File: src/hdl/uptc_pkg.sv
// ----------------------------------------------------------------------------
// uptc_pkg
// Shared types and byte constants for the printable UTF-8 text checker.
// ----------------------------------------------------------------------------
package uptc_pkg;

  // Scan state carried from one byte to the next within a text.
  typedef struct packed {
    logic [1:0] pending;  // continuation bytes still expected
    logic       failed;   // sticky failure flag
  } scan_state_t;

  localparam logic [7:0] AsciiLimit  = 8'h80;
  localparam logic [7:0] PrintLow    = 8'h20;
  localparam logic [7:0] DelChar     = 8'h7F;
  localparam logic [7:0] Lead2Low    = 8'hC2;
  localparam logic [7:0] Lead2High   = 8'hDF;
  localparam logic [7:0] Lead3Low    = 8'hE0;
  localparam logic [7:0] Lead3High   = 8'hEF;
  localparam logic [7:0] Lead4Low    = 8'hF0;
  localparam logic [7:0] Lead4High   = 8'hF4;
  localparam logic [7:0] ContMask    = 8'hC0;
  localparam logic [7:0] ContPattern = 8'h80;

  // Number of continuation bytes opened by a lead byte; zero for a bad lead.
  function automatic logic [1:0] followers_of(input logic [7:0] b);
    logic [1:0] n;
    n = 2'd0;
    if (b >= Lead2Low && b <= Lead2High) n = 2'd1;
    else if (b >= Lead3Low && b <= Lead3High) n = 2'd2;
    else if (b >= Lead4Low && b <= Lead4High) n = 2'd3;
    return n;
  endfunction

endpackage

File: src/hdl/uptc_byte_check.sv
// ----------------------------------------------------------------------------
// uptc_byte_check
// Next-state and verdict logic for one text item.
// ----------------------------------------------------------------------------
module uptc_byte_check (
  input  uptc_pkg::scan_state_t state_i,
  input  logic [7:0]            text_byte_i,
  input  logic                  byte_present_i,
  input  logic                  end_of_text_i,
  output uptc_pkg::scan_state_t state_o,
  output logic                  printable_o
);

  uptc_pkg::scan_state_t after_byte;

  always_comb begin
    after_byte = state_i;
    if (byte_present_i && !state_i.failed) begin
      if (state_i.pending != 2'd0) begin
        if ((text_byte_i & uptc_pkg::ContMask) != uptc_pkg::ContPattern) begin
          after_byte.failed = 1'b1;
        end else begin
          after_byte.pending = state_i.pending - 2'd1;
        end
      end else if (text_byte_i < uptc_pkg::AsciiLimit) begin
        if (text_byte_i < uptc_pkg::PrintLow || text_byte_i == uptc_pkg::DelChar) begin
          after_byte.failed = 1'b1;
        end
      end else if (uptc_pkg::followers_of(text_byte_i) == 2'd0) begin
        after_byte.failed = 1'b1;
      end else begin
        after_byte.pending = uptc_pkg::followers_of(text_byte_i);
      end
    end
  end

  assign printable_o = !after_byte.failed && (after_byte.pending == 2'd0);

  // The state starts over after every end of text.
  always_comb begin
    if (end_of_text_i) begin
      state_o = '0;
    end else begin
      state_o = after_byte;
    end
  end

endmodule

File: src/hdl/uptc_out_stage.sv
// ----------------------------------------------------------------------------
// uptc_out_stage
// Result register that holds a verdict until the consumer takes it.
// ----------------------------------------------------------------------------
module uptc_out_stage (
  input  logic clk_i,
  input  logic rst_ni,
  input  logic load_i,
  input  logic printable_i,
  output logic free_o,
  output logic out_valid_o,
  input  logic out_ready_i,
  output logic printable_o
);

  logic valid_q, valid_d;
  logic data_q;

  assign free_o  = !valid_q || out_ready_i;
  assign valid_d = load_i || (valid_q && !out_ready_i);

  always_ff @(posedge clk_i or negedge rst_ni) begin
    if (!rst_ni) begin
      valid_q <= 1'b0;
    end else begin
      valid_q <= valid_d;
    end
  end

  always_ff @(posedge clk_i) begin
    if (load_i) begin
      data_q <= printable_i;
    end
  end

  assign out_valid_o = valid_q;
  assign printable_o = data_q;

endmodule

File: src/hdl/utf8_printable_text_checker_unit.sv
// ----------------------------------------------------------------------------
// utf8_printable_text_checker_unit
// Checks a byte stream for printable, well-formed UTF-8, one verdict per text.
// ----------------------------------------------------------------------------
//
//   Channel  Handshake               Payload
//   -------  ----------------------  -------------------------------------------
//   input    in_valid_i/in_ready_o   text_byte_i, byte_present_i, end_of_text_i
//   output   out_valid_o/out_ready_i printable_o
//
// An accepted transaction lands in the input register; from there the byte
// check updates the scan state and, on an end of text, loads the verdict
// into the result register. One transaction per cycle is sustained while
// no end-of-text transaction waits for the result register.
// Reset clears the scan state and both valid flags. Only an end-of-text
// transaction waits for a full result register; while it waits, the input
// register holds and in_ready_o falls, so the input side stalls behind it.
//
module utf8_printable_text_checker_unit (
  input  logic       clk_i,
  input  logic       rst_ni,
  input  logic       in_valid_i,
  output logic       in_ready_o,
  input  logic [7:0] text_byte_i,
  input  logic       byte_present_i,
  input  logic       end_of_text_i,
  output logic       out_valid_o,
  input  logic       out_ready_i,
  output logic       printable_o
);

  // Input register.
  logic       in_valid_q, in_valid_d;
  logic [7:0] byte_q;
  logic       present_q;
  logic       end_q;

  // Scan state across the bytes of one text.
  uptc_pkg::scan_state_t state_q, state_d;

  logic out_free;
  logic verdict;
  logic advance;

  // The registered transaction moves on unless it carries a verdict and the
  // result register is still occupied.
  assign advance    = in_valid_q && (!end_q || out_free);
  assign in_ready_o = !in_valid_q || advance;
  assign in_valid_d = (in_valid_i && in_ready_o) || (in_valid_q && !advance);

  always_ff @(posedge clk_i or negedge rst_ni) begin
    if (!rst_ni) begin
      in_valid_q <= 1'b0;
      state_q    <= '0;
    end else begin
      in_valid_q <= in_valid_d;
      if (advance) begin
        state_q <= state_d;
      end
    end
  end

  always_ff @(posedge clk_i) begin
    if (in_valid_i && in_ready_o) begin
      byte_q    <= text_byte_i;
      present_q <= byte_present_i;
      end_q     <= end_of_text_i;
    end
  end

  uptc_byte_check u_check (
    .state_i        (state_q),
    .text_byte_i    (byte_q),
    .byte_present_i (present_q),
    .end_of_text_i  (end_q),
    .state_o        (state_d),
    .printable_o    (verdict)
  );

  uptc_out_stage u_out (
    .clk_i       (clk_i),
    .rst_ni      (rst_ni),
    .load_i      (advance && end_q),
    .printable_i (verdict),
    .free_o      (out_free),
    .out_valid_o (out_valid_o),
    .out_ready_i (out_ready_i),
    .printable_o (printable_o)
  );

endmodule

File: config.mk
export PLATFORM = sky130hd
export DESIGN_NAME = utf8_printable_text_checker_unit
export DESIGN_NICKNAME = d
export VERILOG_FILES = /design/src/hdl/uptc_pkg.sv /design/src/hdl/uptc_byte_check.sv /design/src/hdl/uptc_out_stage.sv /design/src/hdl/utf8_printable_text_checker_unit.sv
export SDC_FILE = /design/constraint.sdc
export NUM_CORES = 1
export LEC_CHECK = 0
export ABC_AREA = 1
export ABC_CLOCK_PERIOD_IN_PS = 1800
export BUFFER_PORTS_ARGS = -buffer_cell sky130_fd_sc_hd__buf_2
export CAP_MARGIN = 20
export CORE_ASPECT_RATIO = 1.4
export CORE_MARGIN = 3
export CORE_UTILIZATION = 30
export CTS_CLUSTER_SIZE = 20
export DETAILED_ROUTE_END_ITERATION = 12
export SLEW_MARGIN = 40
export SYNTH_ARGS = -nofsm -noshare
export SYNTH_HDL_FRONTEND = slang
export SYNTH_SLANG_ARGS = --single-unit
File: constraint.sdc
create_clock -name clk_i -period 1.8 [get_ports clk_i]
set_input_delay 0.36 -clock clk_i [delete_from_list [all_inputs] [get_ports clk_i]]
set_output_delay 0.36 -clock clk_i [all_outputs]
set_load 0.03 [all_outputs]
==> out/qor.txt <==
WP data required = 1850 ps
Max-Cap Viols = 0
Worst R2R End = u_out.printable_o
CP top delay family = simple AND/OR/NAND/NOR gates
Hold Slack = 244 ps
Root Buffer = clkbuf_4
clk_lat worst skew = 280 ps
Hold Crit Endpoint = present_q
syn_nets = 114
mean number of vias per cell = 4.33
Seq/Total Area, Yosys = 0.554
Max Freq = 0.625 GHz
Final Worst Setup Slack = 200 ps
Worst Path Buf+Inv = 2
status = complete, no violations
htree depth = 1
worst endpoint data arrival time = 1650 ps
flop2flop setup slack = 200 ps
Placed Cells incl. Taps = 149
Core Region = 2500 um^2
die area = 3410 um^2
Max Slew Vio Count = 0
Port Buffers = 16
largest stage delay on the critical path = 420 ps
vias in the first global route = 691
initial drt markers = 6
DP HPWL = 1250 um
CTS Hold Bufs = 1
first-pass GRT wire length = 2680 um
min Tclk post-route = 1600 ps
LEAKAGE = 0.483 nW
DRT Pass-1 Iters = 4
pin count of the biggest net entering global routing = 11
syn_area_per_cell = 8.30 um^2
clk_skew = 1.27 ps
Std-Cell Rows = 21
unrepaired setup endpoints after global routing = false
routed length per placed instance = 9.82 um
maximum clock path buffer count = 2
final setup vio count = 0
area post-placement = 945 um^2
Worst VDD drop = 0.478 mV
io pins = 17
R2R cell count = 9
global placer's final weighted congestion = 0.911
register bit total from synthesis = 16
DRT antenna net count = 0
top-count cell post-synth = nand2_1
Hold Crit Class = in -> reg
post-route total power = 0.870 mW
final worst path period share = 0.889
Slew headroom = 0.762
clock sink count = 16
clock tree from TritonCTS = yes
die height = 67.9 um
final std cells w/o fill = 154
final wirelength = 1510 um
Hold Path Depth = 1
number of enable flip-flop cells after synthesis = 11
Hold Crit Start = byte_present_i
CTS resizes = 0
Final Hold Vio Count = 0
gr ovfl total = 0
Worst Setup Start Kind = flop
antenna cells = 0
die width = 50.2 um
kind of end point of the critical path = flop
Reg2Reg Launch Point = state_q[1]
TritonCTS Buffers = 3
Synth Flop Type = edfxtp_1
Finished Cell Area = 981 um^2
yosys warns = 0
Post-Synthesis Cell Area = 822 um^2
P&R area growth vs syn = 19.3%
Final #Nets = 136
Filler cells = 254
CTS clk-pin slew, worst paths = 90 ps
initial antenna violation count = 0
Sequential Area = 455 um^2
Synth area leaders = edfxtp_1 40%, nand2_1 16%, dfrtp_1 15%, inv_1 6.4%, nor2_1 5.5%
Async SR Flop Fraction = 0.313
Setup Crit Path Kind = reg -> reg
Crit Path Max Fanout = 4
final setup TNS = 0 ps
area leader, netlist = edfxtp_1
Via Count = 667
top cells by count, synth = 34 x nand2_1, 14 x inv_1, 12 x nor2_1
Pwr Density = 887 nW/um^2
Worst path slowest cell = dfrtp_1
CP cell instances = inv_1 > ha_1 > inv_1 > nand2_1 > nor2_1 > nor3_2 > a21oi_1 > nand2_1 > nor2_1
Initial Utilization = 0.329
Syn Inst Count = 99
Tightest Pin Transition = 357 ps
setup repair bufs after CTS = 0
Yosys cell types = 16
top cell type's share of synthesized area = 0.402
final core occ = 0.393
GRT Total Usage = 0.104
share of cells above drive strength 1 = 0.225
CP Launch Point = state_q[1]
dpl ws = 209 ps
multi-input logic area = 303 um^2
# DRC = 0
## registers in the layout, indices dropped and copies added (netlist names)
| name | count |
|---|---|
| u_out.printable_o | 1 |
| end_q | 1 |
| byte_q | 8 |
| u_out.out_valid_o | 1 |
| present_q | 1 |
| in_valid_q | 1 |
| state_q | 3 |
## worst max-delay path by stage
stage	to	slack, ps	cells past startpoint
after floorplan	byte_q[0]	280	3
after global placement	u_out.printable_o	320	9
after detailed placement	u_out.printable_o	210	9
after CTS	u_out.printable_o	190	9
after global routing	u_out.printable_o	80	9
final	u_out.printable_o	200	9
## cell type report
cell class / count / share of cell area
clock buffers: 4 / 0.0268
flip-flops and latches: 16 / 0.464
repair buffers: 17 / 0.0918
inverters: 17 / 0.0651
multi-input cells: 66 / 0.309
well taps: 34 / 0.0434
## report_power, final
group / internal [mW] / switching [mW] / total (mW)
clock network: 0.0861 / 0.108 / 0.195
registers: 0.433 / 0.0237 / 0.457
logic: 0.0805 / 0.139 / 0.219
## placed cells by master, fill, tap and decap left out
master	synthesis	routed
nor3_2	2	2
a21oi_2	1	1
nor2_1	12	12
a21oi_1	5	5
nand4_1	2	2
ha_1	1	1
edfxtp_1	11	11
nand3_1	4	4
nor3_1	1	1
dlygate4sd3_1	0	1
dfrtp_1	5	5
nor2_2	1	1
clkbuf_4	0	3
buf_2	0	16
inv_1	14	14
o21ai_1	2	2
clkbuf_1	0	1
nand3_2	1	1
nand2_1	34	34
inv_2	3	3
## cell families (layout without fill, tap and decap cells)
group	Yosys count	count (layout)	synth area share
DFF	16	16	0.554
AOI/OAI and AO/OA	8	8	0.0533
adders and majority gates	1	1	0.0152
and+or+nand+nor	57	57	0.300
buffers and inverters	17	38	0.0776
## worst reg2reg max path: stages (launching register included)
cell and delay, ps:
dfrtp_1 420, inv_1 130, ha_1 240, inv_1 70, nand2_1 100, nor2_1 50
nor3_2 180, a21oi_1 90, nand2_1 60, nor2_1 40
## metal layers
metal	global-route usage	vias up	wire (um)
li1	-	360	-
met1	0.104	291	626
met2	0.186	12	811
met3	0.0131	4	34
met4	0.0934	0	40
met5	0	-	0
(Power assumes the default switching activity.)
